==> src/hw/rtl/csa_pkg.sv <==
`timescale 1ns / 1ps
// ----------------------------------------------------------------------------
// csa_pkg: shared types and constants of the contiguous slot allocator
// Request and response payloads, request modes and memory control.
// ----------------------------------------------------------------------------
package csa_pkg;

    localparam int NUM_SLOTS_DEF = 64;
    localparam int CFG_W         = 7;
    localparam int START_W       = 6;
    localparam int LEN_W         = 7;

    localparam logic [CFG_W-1:0] SLOTS_RESET = 7'd64;

    localparam logic [1:0] MODE_LEFT   = 2'd0;
    localparam logic [1:0] MODE_RIGHT  = 2'd1;
    localparam logic [1:0] MODE_OCCUPY = 2'd2;
    localparam logic [1:0] MODE_FREE   = 2'd3;

    typedef struct packed {
        logic [1:0]         mode;
        logic [START_W-1:0] start_slot;
        logic [LEN_W-1:0]   run_length;
    } csa_req_t;

    typedef struct packed {
        logic               success;
        logic [START_W-1:0] found_start;
    } csa_rsp_t;

    typedef struct packed {
        logic rd_en;
        logic wr_en;
        logic wr_bit;
    } csa_mem_ctl_t;

endpackage

==> src/hw/rtl/csa_bitmap.sv <==
`timescale 1ns / 1ps
// ----------------------------------------------------------------------------
// csa_bitmap: slot occupancy memory
// Single-port bit memory, one read or write a cycle, registered read data.
// ----------------------------------------------------------------------------
module csa_bitmap #(
    parameter int NUM_SLOTS = csa_pkg::NUM_SLOTS_DEF
) (
    input  logic                         clk,
    input  csa_pkg::csa_mem_ctl_t        mem_ctl,
    input  logic [$clog2(NUM_SLOTS)-1:0] mem_addr,
    output logic                         mem_rd_bit
);
    import csa_pkg::*;

    logic busy_mem [NUM_SLOTS];
    logic rd_bit_reg;

    always_ff @(posedge clk)
    begin
        if (mem_ctl.wr_en)
        begin
            busy_mem[mem_addr] <= mem_ctl.wr_bit;
        end
        if (mem_ctl.rd_en)
        begin
            rd_bit_reg <= busy_mem[mem_addr];
        end
    end

    assign mem_rd_bit = rd_bit_reg;

endmodule

==> src/hw/rtl/csa_seq.sv <==
`timescale 1ns / 1ps
// ----------------------------------------------------------------------------
// csa_seq: request sequencer of the contiguous slot allocator
// Walks the bitmap one slot a cycle for clears, range writes and run searches.
// ----------------------------------------------------------------------------
module csa_seq #(
    parameter int NUM_SLOTS = csa_pkg::NUM_SLOTS_DEF
) (
    input  logic                         clk,
    input  logic                         rst_n,
    input  logic [csa_pkg::CFG_W-1:0]    slots,
    input  logic                         in_valid,
    output logic                         in_ready,
    input  csa_pkg::csa_req_t            in_data,
    output logic                         rsp_valid,
    input  logic                         rsp_ready,
    output csa_pkg::csa_rsp_t            rsp_data,
    output csa_pkg::csa_mem_ctl_t        mem_ctl,
    output logic [$clog2(NUM_SLOTS)-1:0] mem_addr,
    input  logic                         mem_rd_bit
);
    import csa_pkg::*;

    localparam int ADDR_W = $clog2(NUM_SLOTS);
    localparam int CNT_W  = $clog2(NUM_SLOTS + 1);
    localparam int CMP_W  = (CNT_W > 8) ? CNT_W : 8;

    localparam logic [2:0] ST_CLEAR = 3'd0;
    localparam logic [2:0] ST_IDLE  = 3'd1;
    localparam logic [2:0] ST_SCAN  = 3'd2;
    localparam logic [2:0] ST_WRITE = 3'd3;
    localparam logic [2:0] ST_RESP  = 3'd4;

    logic [2:0]         state_reg, state_next;
    logic [ADDR_W-1:0]  addr_reg, addr_next;
    logic [CNT_W-1:0]   left_reg, left_next;
    logic [LEN_W-1:0]   run_reg, run_next;
    logic               chk_vld_reg, chk_vld_next;
    logic               chk_last_reg, chk_last_next;
    logic [ADDR_W-1:0]  chk_idx_reg, chk_idx_next;
    logic [1:0]         mode_reg, mode_next;
    logic [LEN_W-1:0]   len_reg, len_next;
    logic               wbit_reg, wbit_next;
    logic               ok_reg, ok_next;
    logic [START_W-1:0] where_reg, where_next;

    logic [CMP_W-1:0] slots_ext;
    logic [CMP_W-1:0] n_w;
    logic [CMP_W-1:0] len_ext;
    logic [CMP_W-1:0] start_ext;
    logic [CMP_W-1:0] end_ext;
    logic [CMP_W-1:0] left_start;
    logic [LEN_W-1:0] run_upd;

    assign slots_ext  = CMP_W'(slots);
    assign n_w        = (slots_ext > CMP_W'(NUM_SLOTS)) ? CMP_W'(NUM_SLOTS) : slots_ext;
    assign len_ext    = CMP_W'(in_data.run_length);
    assign start_ext  = CMP_W'(in_data.start_slot);
    assign end_ext    = start_ext + len_ext;
    assign left_start = CMP_W'(chk_idx_reg) + CMP_W'(1) - CMP_W'(len_reg);
    assign run_upd    = mem_rd_bit ? '0 : run_reg + LEN_W'(1);

    assign in_ready  = (state_reg == ST_IDLE);
    assign rsp_valid = (state_reg == ST_RESP);
    assign rsp_data  = '{success: ok_reg, found_start: where_reg};
    assign mem_addr  = addr_reg;

    always_comb
    begin
        state_next    = state_reg;
        addr_next     = addr_reg;
        left_next     = left_reg;
        run_next      = run_reg;
        chk_vld_next  = 1'b0;
        chk_last_next = 1'b0;
        chk_idx_next  = chk_idx_reg;
        mode_next     = mode_reg;
        len_next      = len_reg;
        wbit_next     = wbit_reg;
        ok_next       = ok_reg;
        where_next    = where_reg;
        mem_ctl       = '{rd_en: 1'b0, wr_en: 1'b0, wr_bit: 1'b0};

        case (state_reg)
            ST_CLEAR:
            begin
                mem_ctl   = '{rd_en: 1'b0, wr_en: 1'b1, wr_bit: 1'b0};
                addr_next = addr_reg + ADDR_W'(1);
                left_next = left_reg - CNT_W'(1);
                if (left_reg == CNT_W'(1))
                begin
                    state_next = ST_IDLE;
                end
            end
            ST_IDLE:
            begin
                if (in_valid)
                begin
                    mode_next  = in_data.mode;
                    len_next   = in_data.run_length;
                    wbit_next  = (in_data.mode == MODE_OCCUPY);
                    run_next   = '0;
                    ok_next    = 1'b0;
                    where_next = '0;
                    state_next = ST_RESP;
                    if (in_data.mode == MODE_LEFT || in_data.mode == MODE_RIGHT)
                    begin
                        if (in_data.run_length != '0 && len_ext <= n_w)
                        begin
                            state_next = ST_SCAN;
                            left_next  = n_w[CNT_W-1:0];
                            if (in_data.mode == MODE_LEFT)
                            begin
                                addr_next = '0;
                            end
                            else
                            begin
                                addr_next = ADDR_W'(n_w - CMP_W'(1));
                            end
                        end
                    end
                    else if (in_data.run_length != '0 && start_ext < n_w && end_ext <= n_w)
                    begin
                        state_next = ST_WRITE;
                        addr_next  = start_ext[ADDR_W-1:0];
                        left_next  = len_ext[CNT_W-1:0];
                        ok_next    = 1'b1;
                        where_next = in_data.start_slot;
                    end
                end
            end
            ST_SCAN:
            begin
                if (left_reg != '0)
                begin
                    mem_ctl       = '{rd_en: 1'b1, wr_en: 1'b0, wr_bit: 1'b0};
                    chk_vld_next  = 1'b1;
                    chk_last_next = (left_reg == CNT_W'(1));
                    chk_idx_next  = addr_reg;
                    left_next     = left_reg - CNT_W'(1);
                    if (mode_reg == MODE_LEFT)
                    begin
                        addr_next = addr_reg + ADDR_W'(1);
                    end
                    else
                    begin
                        addr_next = addr_reg - ADDR_W'(1);
                    end
                end
                if (chk_vld_reg)
                begin
                    run_next = run_upd;
                    if (run_upd >= len_reg)
                    begin
                        state_next = ST_RESP;
                        ok_next    = 1'b1;
                        if (mode_reg == MODE_LEFT)
                        begin
                            where_next = left_start[START_W-1:0];
                        end
                        else
                        begin
                            where_next = START_W'(CMP_W'(chk_idx_reg));
                        end
                    end
                    else if (chk_last_reg)
                    begin
                        state_next = ST_RESP;
                    end
                end
            end
            ST_WRITE:
            begin
                mem_ctl   = '{rd_en: 1'b0, wr_en: 1'b1, wr_bit: wbit_reg};
                addr_next = addr_reg + ADDR_W'(1);
                left_next = left_reg - CNT_W'(1);
                if (left_reg == CNT_W'(1))
                begin
                    state_next = ST_RESP;
                end
            end
            ST_RESP:
            begin
                if (rsp_ready)
                begin
                    state_next = ST_IDLE;
                end
            end
            default:
            begin
                state_next = ST_IDLE;
            end
        endcase
    end

    always_ff @(posedge clk or negedge rst_n)
    begin
        if (!rst_n)
        begin
            state_reg    <= ST_CLEAR;
            addr_reg     <= '0;
            left_reg     <= CNT_W'(NUM_SLOTS);
            chk_vld_reg  <= 1'b0;
            chk_last_reg <= 1'b0;
        end
        else
        begin
            state_reg    <= state_next;
            addr_reg     <= addr_next;
            left_reg     <= left_next;
            chk_vld_reg  <= chk_vld_next;
            chk_last_reg <= chk_last_next;
        end
    end

    always_ff @(posedge clk)
    begin
        run_reg     <= run_next;
        chk_idx_reg <= chk_idx_next;
        mode_reg    <= mode_next;
        len_reg     <= len_next;
        wbit_reg    <= wbit_next;
        ok_reg      <= ok_next;
        where_reg   <= where_next;
    end

endmodule

==> src/hw/rtl/contiguous_slot_allocator.sv <==
`timescale 1ns / 1ps
// ----------------------------------------------------------------------------
// contiguous_slot_allocator: first-fit allocator over a slot occupancy bitmap
// Searches for free runs from either end, and occupies or frees slot ranges.
// ----------------------------------------------------------------------------
// Usage:
//   Requests enter on in_valid/in_ready as csa_req_t, one at a time.
//   Each request yields one csa_rsp_t on out_valid/out_ready.
//   cfg_valid/cfg_ready writes slots_reg; write it only while idle.
//   A search walks the bitmap memory one slot a cycle from the chosen end
//   and stops at the first fitting run. Occupy and free write one slot a
//   cycle; rejected requests skip the bitmap and answer directly.
//   The single bitmap port sets the pace; in_ready is low while a request
//   is at work or its response waits in the sequencer.
//   After reset the bitmap is cleared one slot a cycle, with in_ready low;
//   cfg writes are taken during the clear.
//   A stalled receiver holds the response in the output register; one more
//   request may be accepted and worked meanwhile.
// ----------------------------------------------------------------------------
module contiguous_slot_allocator #(
    parameter int NUM_SLOTS = csa_pkg::NUM_SLOTS_DEF
) (
    input  logic                      clk,
    input  logic                      rst_n,
    input  logic                      in_valid,
    output logic                      in_ready,
    input  csa_pkg::csa_req_t         in_data,
    output logic                      out_valid,
    input  logic                      out_ready,
    output csa_pkg::csa_rsp_t         out_data,
    input  logic                      cfg_valid,
    output logic                      cfg_ready,
    input  logic [csa_pkg::CFG_W-1:0] cfg_data
);
    import csa_pkg::*;

    localparam int ADDR_W = $clog2(NUM_SLOTS);

    logic [CFG_W-1:0]  slots_reg;
    logic              out_valid_reg;
    csa_rsp_t          out_data_reg;
    logic              rsp_valid;
    logic              rsp_ready;
    csa_rsp_t          rsp_data;
    csa_mem_ctl_t      mem_ctl;
    logic [ADDR_W-1:0] mem_addr;
    logic              mem_rd_bit;

    assign cfg_ready = 1'b1;
    assign rsp_ready = !out_valid_reg || out_ready;
    assign out_valid = out_valid_reg;
    assign out_data  = out_data_reg;

    csa_seq #(
        .NUM_SLOTS(NUM_SLOTS)
    ) u_seq (
        .clk       (clk),
        .rst_n     (rst_n),
        .slots     (slots_reg),
        .in_valid  (in_valid),
        .in_ready  (in_ready),
        .in_data   (in_data),
        .rsp_valid (rsp_valid),
        .rsp_ready (rsp_ready),
        .rsp_data  (rsp_data),
        .mem_ctl   (mem_ctl),
        .mem_addr  (mem_addr),
        .mem_rd_bit(mem_rd_bit)
    );

    csa_bitmap #(
        .NUM_SLOTS(NUM_SLOTS)
    ) u_bitmap (
        .clk       (clk),
        .mem_ctl   (mem_ctl),
        .mem_addr  (mem_addr),
        .mem_rd_bit(mem_rd_bit)
    );

    always_ff @(posedge clk or negedge rst_n)
    begin
        if (!rst_n)
        begin
            slots_reg     <= SLOTS_RESET;
            out_valid_reg <= 1'b0;
        end
        else
        begin
            if (cfg_valid)
            begin
                slots_reg <= cfg_data;
            end
            if (rsp_valid && rsp_ready)
            begin
                out_valid_reg <= 1'b1;
            end
            else if (out_ready)
            begin
                out_valid_reg <= 1'b0;
            end
        end
    end

    always_ff @(posedge clk)
    begin
        if (rsp_valid && rsp_ready)
        begin
            out_data_reg <= rsp_data;
        end
    end

endmodule

==> config.mk <==
export PLATFORM = sky130hd
export DESIGN_NAME = contiguous_slot_allocator
export DESIGN_NICKNAME = d
export VERILOG_FILES = /design/src/hw/rtl/csa_pkg.sv /design/src/hw/rtl/csa_bitmap.sv /design/src/hw/rtl/csa_seq.sv /design/src/hw/rtl/contiguous_slot_allocator.sv
export SDC_FILE = /design/constraint.sdc
export NUM_CORES = 1
export LEC_CHECK = 0
export BUFFER_PORTS_ARGS = -buffer_cell sky130_fd_sc_hd__buf_4
export CAP_MARGIN = 40
export CORE_UTILIZATION = 25
export CTS_CLUSTER_DIAMETER = 50
export CTS_CLUSTER_SIZE = 30
export DETAILED_ROUTE_END_ITERATION = 8
export PLACE_DENSITY_LB_ADDON = 0.25
export SETUP_SLACK_MARGIN = 0.3
export SLEW_MARGIN = 25
export SYNTH_ARGS = -nofsm -noshare
export SYNTH_HDL_FRONTEND = slang
export SYNTH_SLANG_ARGS = --single-unit
==> constraint.sdc <==
create_clock -name clk -period 4.89 [get_ports clk]
set_input_delay 0.2445 -clock clk [delete_from_list [all_inputs] [get_ports clk]]
set_output_delay 0.2445 -clock clk [all_outputs]
set_load 0.03 [all_outputs]
Yosys cells after proc, flatten, opt, wreduce, memory -nomap -nowiden
Memories as Yosys holds them, arrays and structs flattened. A register that Yosys moved wholly into a read port is not among the register bits.
Index checks and enable logic that the tools add are counted.
{"block": "word_totals", "ff_bits": 63, "ramBits": 64, "inputBits": 27, "out_inout_bits": 10, "word_cells": 122, "mem_count": 1}
{"block": "classes", "addsub": 8, "order_cmp": 5, "n_eq_ne": 17, "n_mux": 53, "reduce_logical": 22}
{"memory": "u_bitmap.busy_mem", "words": 64, "word_bits": 1, "rd": 1, "rd_ports_with_merged_regs": 1, "write_ports": 1, "line_no": "csa_bitmap.sv:16", "rtl": "logic busy_mem [NUM_SLOTS];"}
{"cell": "$mux 6", "n": 13}
{"cell": "$mux 7", "n": 9}
{"cell": "$mux 3", "n": 11}
{"cell": "$pmux 7 s3", "n": 1}
{"cell": "$pmux 6 s3", "n": 1}
{"cell": "$pmux 3 s5", "n": 1}
{"cell": "$pmux 7 s2", "n": 1}
{"cell": "$reduce_bool 7->1", "n": 2}
{"cell": "$mux 1", "n": 13}
{"cell": "$add 6x1->6 const B", "n": 2}
{"cell": "$ne 2x1->1 const B", "n": 6}
{"cell": "$pmux 6 s2", "n": 1}
{"cell": "$sub 6x1->6 const B", "n": 2}
{"cell": "$pmux 3 s3", "n": 1}
{"cell": "$add 6x7->8", "n": 1}
{"cell": "$le 8x7->1", "n": 1}
{"cell": "$add 7x1->7 const B", "n": 1}
{"cell": "$eq 7x1->1 const B", "n": 1}
{"cell": "$ge 7x7->1", "n": 1}
{"cell": "$gt 7x7->1 const B", "n": 1}
{"cell": "$le 7x7->1", "n": 1}
{"cell": "$lt 6x7->1", "n": 1}
{"cell": "$sub 7x1->7 const B", "n": 1}
{"cell": "$eq 3x2->1 const B", "n": 2}
{"cell": "other kinds (22)", "n": 30}

Depth between registers and ports, before layout
{"block": "depth", "word_depth": 9, "mapped_depth": 19, "depth_no_buf": 17}

Modules after synthesis
Synthesis repeated with hierarchy kept, for this count alone.
{"block": "hier_totals", "cells_unflattened": 672, "hier_area_um2": 7400.8}
{"mod": "csa_seq", "instances": 1, "cells_per_inst": 421, "area_per_inst_um2": 3878.7, "seq_area_each_um2": 1352.5}
{"mod": "csa_bitmap", "instances": 1, "cells_per_inst": 223, "area_per_inst_um2": 2964.1, "seq_area_each_um2": 1951.9}
{"mod": "contiguous_slot_allocator", "instances": 1, "cells_per_inst": 28, "area_per_inst_um2": 558.0, "seq_area_each_um2": 411.6}

Least setup slack after synthesis
Ideal clock, no wire load.
{"block": "synth_path", "path_kind": "register to register", "startpoint": "register u_seq.state_reg[0]", "endpoint": "memory u_bitmap.busy_mem[0], data pin", "setup_time_ns": 0.681, "t_arrival_ns": 3.159, "required_ns": 4.209, "path_slack_ns": 1.050, "stages_incl_launch_ff": 4, "path_buffers": 1, "synth_period_minus_slack_ns": 3.840, "cell_sequence": "dfrtp_1 clkbuf_1 inv_1 nor3_1"}
{"item": "from (decl)", "line_no": "csa_seq.sv:34", "rtl": "logic [2:0] state_reg, state_next;"}
{"item": "from (signal assigned)", "line_no": "csa_seq.sv:208", "rtl": "state_reg <= state_next;"}
{"item": "to (decl)", "line_no": "csa_bitmap.sv:16"}

Worst setup path after layout
{"block": "layout_path", "startpoint": "input port in_data[0] (netlist bit)", "endpoint": "register u_seq.addr_reg[3] (netlist: u_seq.mem_addr[3])"}
{"block": "layout_between", "elab_chain_len": 5, "word_cells_on_any_way": 10, "cone_classes": "add/sub (1); order compare (2); eq/ne (2); reduce/logical (5)"}
{"item": "from (decl)", "line_no": "contiguous_slot_allocator.sv:27", "rtl": "input csa_pkg::csa_req_t in_data,"}
{"item": "$add 6x7->8 / $reduce_bool 7->1 (equally long branches)", "line_no": "csa_seq.sv:59, csa_seq.sv:108, csa_seq.sv:122"}
{"item": "$le 8x7->1 / $logic_and 1x1->1 (equally long branches)", "line_no": "csa_seq.sv:122", "rtl": "else if (in_data.run_length != '0 && start_ext < n_w && end_ext <= n_w)"}
{"item": "$logic_and 1x1->1", "line_no": "csa_seq.sv:122"}
{"item": "$ne 3x1->1 (no line)"}
{"item": "$reduce_and 5->1 (no line) (*)"}
{"item": "to (signal assigned)", "line_no": "csa_seq.sv:209", "rtl": "addr_reg <= addr_next;"}
{"item": "to (decl)", "line_no": "csa_seq.sv:35", "rtl": "logic [ADDR_W-1:0] addr_reg, addr_next;"}
Mark *: on every way between the ends. The rest lies on a longest branch, timed or not.
A chain may end at the register's enable or synchronous reset.

==> flow_summary_export.csv <==
group,metric,value,unit
grt,overflow,0,
route,vias,5187,
cts,htree_levels,4,
synthesis,syn_area,0.00734,mm^2
cts,cts_resized,0,
synthesis,synth_fp_nets,756,
route,ant_nets,0,
grt,antenna_found_initial,0,
synthesis,synthMuxAreaShare,5.68,%
worst_setup_path,cpMostUsedCell,"ha_1",
cells_and_area,final_nets,783,
cts,cts-root-buf,"clkbuf_16",
worst_setup_path,worstPathMaxFanout,13,
cells_and_area,mostFrequentLayoutCell,"nor2_1",
sta,hold_viol,0,
synthesis,synthAdderAreaFrac,8.73,%
synthesis,synth_top_family_by_area,"simple AND/OR/NAND/NOR gates",
cts,clkSlewWorstSetupHoldPaths,60,ps
synthesis,yosys.area_share.simple,16.0,%
synthesis,synth_cells,679,
cts,numCtsBuffers,17,
worst_setup_path,critPathArrivalTime,4180,ps
cells_and_area,syn_to_final_growth,16.5,%
cells_and_area,drive_above_1_share,15.4,%
worst_setup_path,cp-end-kind,"flip-flop",
pwr,leakagePower,0.00316,uW
grt,grt_max_degree,65,
sta,rsz0062_at_grt,"false",
cells_and_area,largest_reg_flops,64,
sta,period_share,79.2,%
pwr,power-per-cell-area,539,mW/mm^2
route,wl_per_cell,17.2,um
pwr,power,4600,uW
route,vias_per_cell,4.70,
floorplan,die_area,0.0300,mm^2
synthesis,synth-edff-count,102,
cells_and_area,fin_cells,1103,
sta,tightest_slew,695,ps
route,dr.pass1.iters,4,
worst_setup_path,critPathTopFamily,"simple AND/OR/NAND/NOR gates",
sta,slew_headroom,53.2,%
synthesis,ys_warn_count,0,
outcome,status,"completed",
floorplan,die_w,173,um
cells_and_area,fin_util,29.7,%
place,portBuffers,35,
worst_setup_path,crit_path_max_incr_delay,480,ps
route,drtIter0Drc,378,
synthesis,synth_xor_area_share,2.27,%
floorplan,start_util,25.5,%
flow_run,cap_violations,0,
floorplan,dieHeight,173,um
sta,skew,14.5,ps
place,post_dp_cell_area,0.00796,mm^2
sta,finalCriticalPeriod,3870,ps
worst_setup_path,crit_buf_inv,2,
min_path,hp-class,"in -> reg",
sta,setup_viol_count_final,0,
cells_and_area,regMostFlops,"u_bitmap.busy_mem",
cells_and_area,postLayoutCellArea,0.00855,mm^2
place,dp_hpwl,13.5,mm
cts,clock_path_buffers,2,
synthesis,syn_area_per_cell,10.8,um^2
worst_setup_path,cp_data_required_time,5200,ps
pwr,peakVddDrop,255,uV
floorplan,fp-row-count,62,
worst_setup_path,worst_setup_path_start_kind,"input port",
synthesis,synth_seq_area_share,50.6,%
synthesis,synth_compound_area_share,12.9,%
synthesis,synthDistinctLibCells,76,
place,post-place-cells,1069,
synthesis,synth_seq_cells,128,
cells_and_area,num_antenna_cells,0,
cts,clock-sinks,128,
sta,clock.fmax,258,MHz
sta,drv_slew,0,
worst_setup_path,path_class,"in -> reg",
floorplan,core_area,0.0288,mm^2
cts,cts_tree,"done",
route,drc,0,
grt,grt_usage,13.0,%
cells_and_area,layout_common_cells,"110 x nor2_1, 102 x edfxtp_1, 56 x nand2_1, 48 x ha_1, 40 x buf_4",
floorplan,ios,37,
place,gp_congestion,0.865,
worst_setup_path,worstPathCellList,"buf_4 > ha_1 > inv_1 > fa_1 > nor2b_1 > o21ai_0 > nand2b_1 > xor2_1 > ha_1 > a21oi_1 > a21boi_0 > o41ai_1 > o2111ai_2 > nor3_2 > or2_1 > mux2_2",
grt,grt_pass1_vias,5195,
synthesis,synthFlopType,"edfxtp_1",
route,wirelength,19.0,mm
sta,fin_setup_tns,0,ps
grt,grt_pass1_wl,30.1,mm
cts,clkLatencyLatePin,430,ps
cts,post_cts_buffers,0,
synthesis,async_reset_ff_share,20.3,%
worst_setup_path,slowest_stage,"nor3_2",
-- timing repair --
action	in CTS	in global routing
setup endpoints to repair	0	0
hold endpoints to repair	24	0
hold buffers	1	0
-- layer usage --
metal	GRT usage [%]	part of all wire (%)	up-vias	wire [um]
met5	0	0	-	0
met4	4.06	1.1	0	207
met3	2.17	3.4	14	653
met2	21.2	48	74	9060
met1	17.6	48	2546	9040
li1	-	-	2553	-
-- layout make-up --
type                       count  area, um^2
clock buffer                  19         433
inverter                      30         113
clock inverter                13         130
multi-input combinational    487        3350
timing repair buffer          42         325
fill                        2942       20200
sequential                   128        3720
tap                          384         480
-- power by group --
part	internal, uW	switching [uW]	leakage (uW)
Clock	710	518	0.000267
Combinational	665	1070	0.00163
Sequential	1440	209	0.00127
Total	2810	1790	0.00316
-- synthesized netlist by cell type (11+ instances only) --
cell type  count  area [um^2]
mux2_2        11          124
inv_1         30          113
xnor2_1       11         96.3
dfrtp_1       24          601
o22ai_1       13         81.3
clkbuf_1      18         67.6
edfxtp_1     102         3060
nand2_1       56          210
nor2_1       110          413
nor3_1        12         60.1
a21oi_1       34          170
ha_1          48          601
o21ai_0       27          135
-- final timing paths --
kind,from,to,slack [ps],cells past startpoint
max in group asynchronous,rst_n,u_seq.left_reg[6],4290,2
hold reg to reg,u_seq.ok_reg,out_data[6],420,0
min in group asynchronous,rst_n,slots_reg[0],270,2
setup / recovery,in_data[0],u_seq.mem_addr[3],1020,16
hold / removal,cfg_data[6],slots_reg[6],40,3
setup reg to reg,slots_reg[6],u_seq.mem_addr[3],1070,10
-- worst register-to-register path, stage by stage (launching register included) --
cell and delay, ps:
dfstp_2 590, inv_1 150, nand2_1 230, ha_1 300
a21oi_1 140, a21boi_0 90, o41ai_1 410, o2111ai_2 440
nor3_2 480, or2_1 470, mux2_2 390
-- metrics by stage --
stage	hold WS, ps	setup slack (ps)
after floorplan	-51.1	1050
after global placement	201	703
after detailed placement	196	582
after CTS	35.6	1030
after global routing	39.7	713
final	43.2	1020
-- logic make-up (layout without fill, tap and decap cells) --
| group | after synthesis | after routing |
|---|---|---|
| AND/OR/NAND/NOR | 249 | 249 |
| AO/OA/AOI/OAI | 139 | 139 |
| flip-flops | 128 | 128 |
| buffers and inverters | 64 | 104 |
| adder cells (fa/ha/maj) | 50 | 50 |
| multiplexers | 29 | 29 |
| XOR/XNOR | 19 | 19 |
| other | 1 | 1 |
Note: power is estimated with default switching activity, not from simulation.
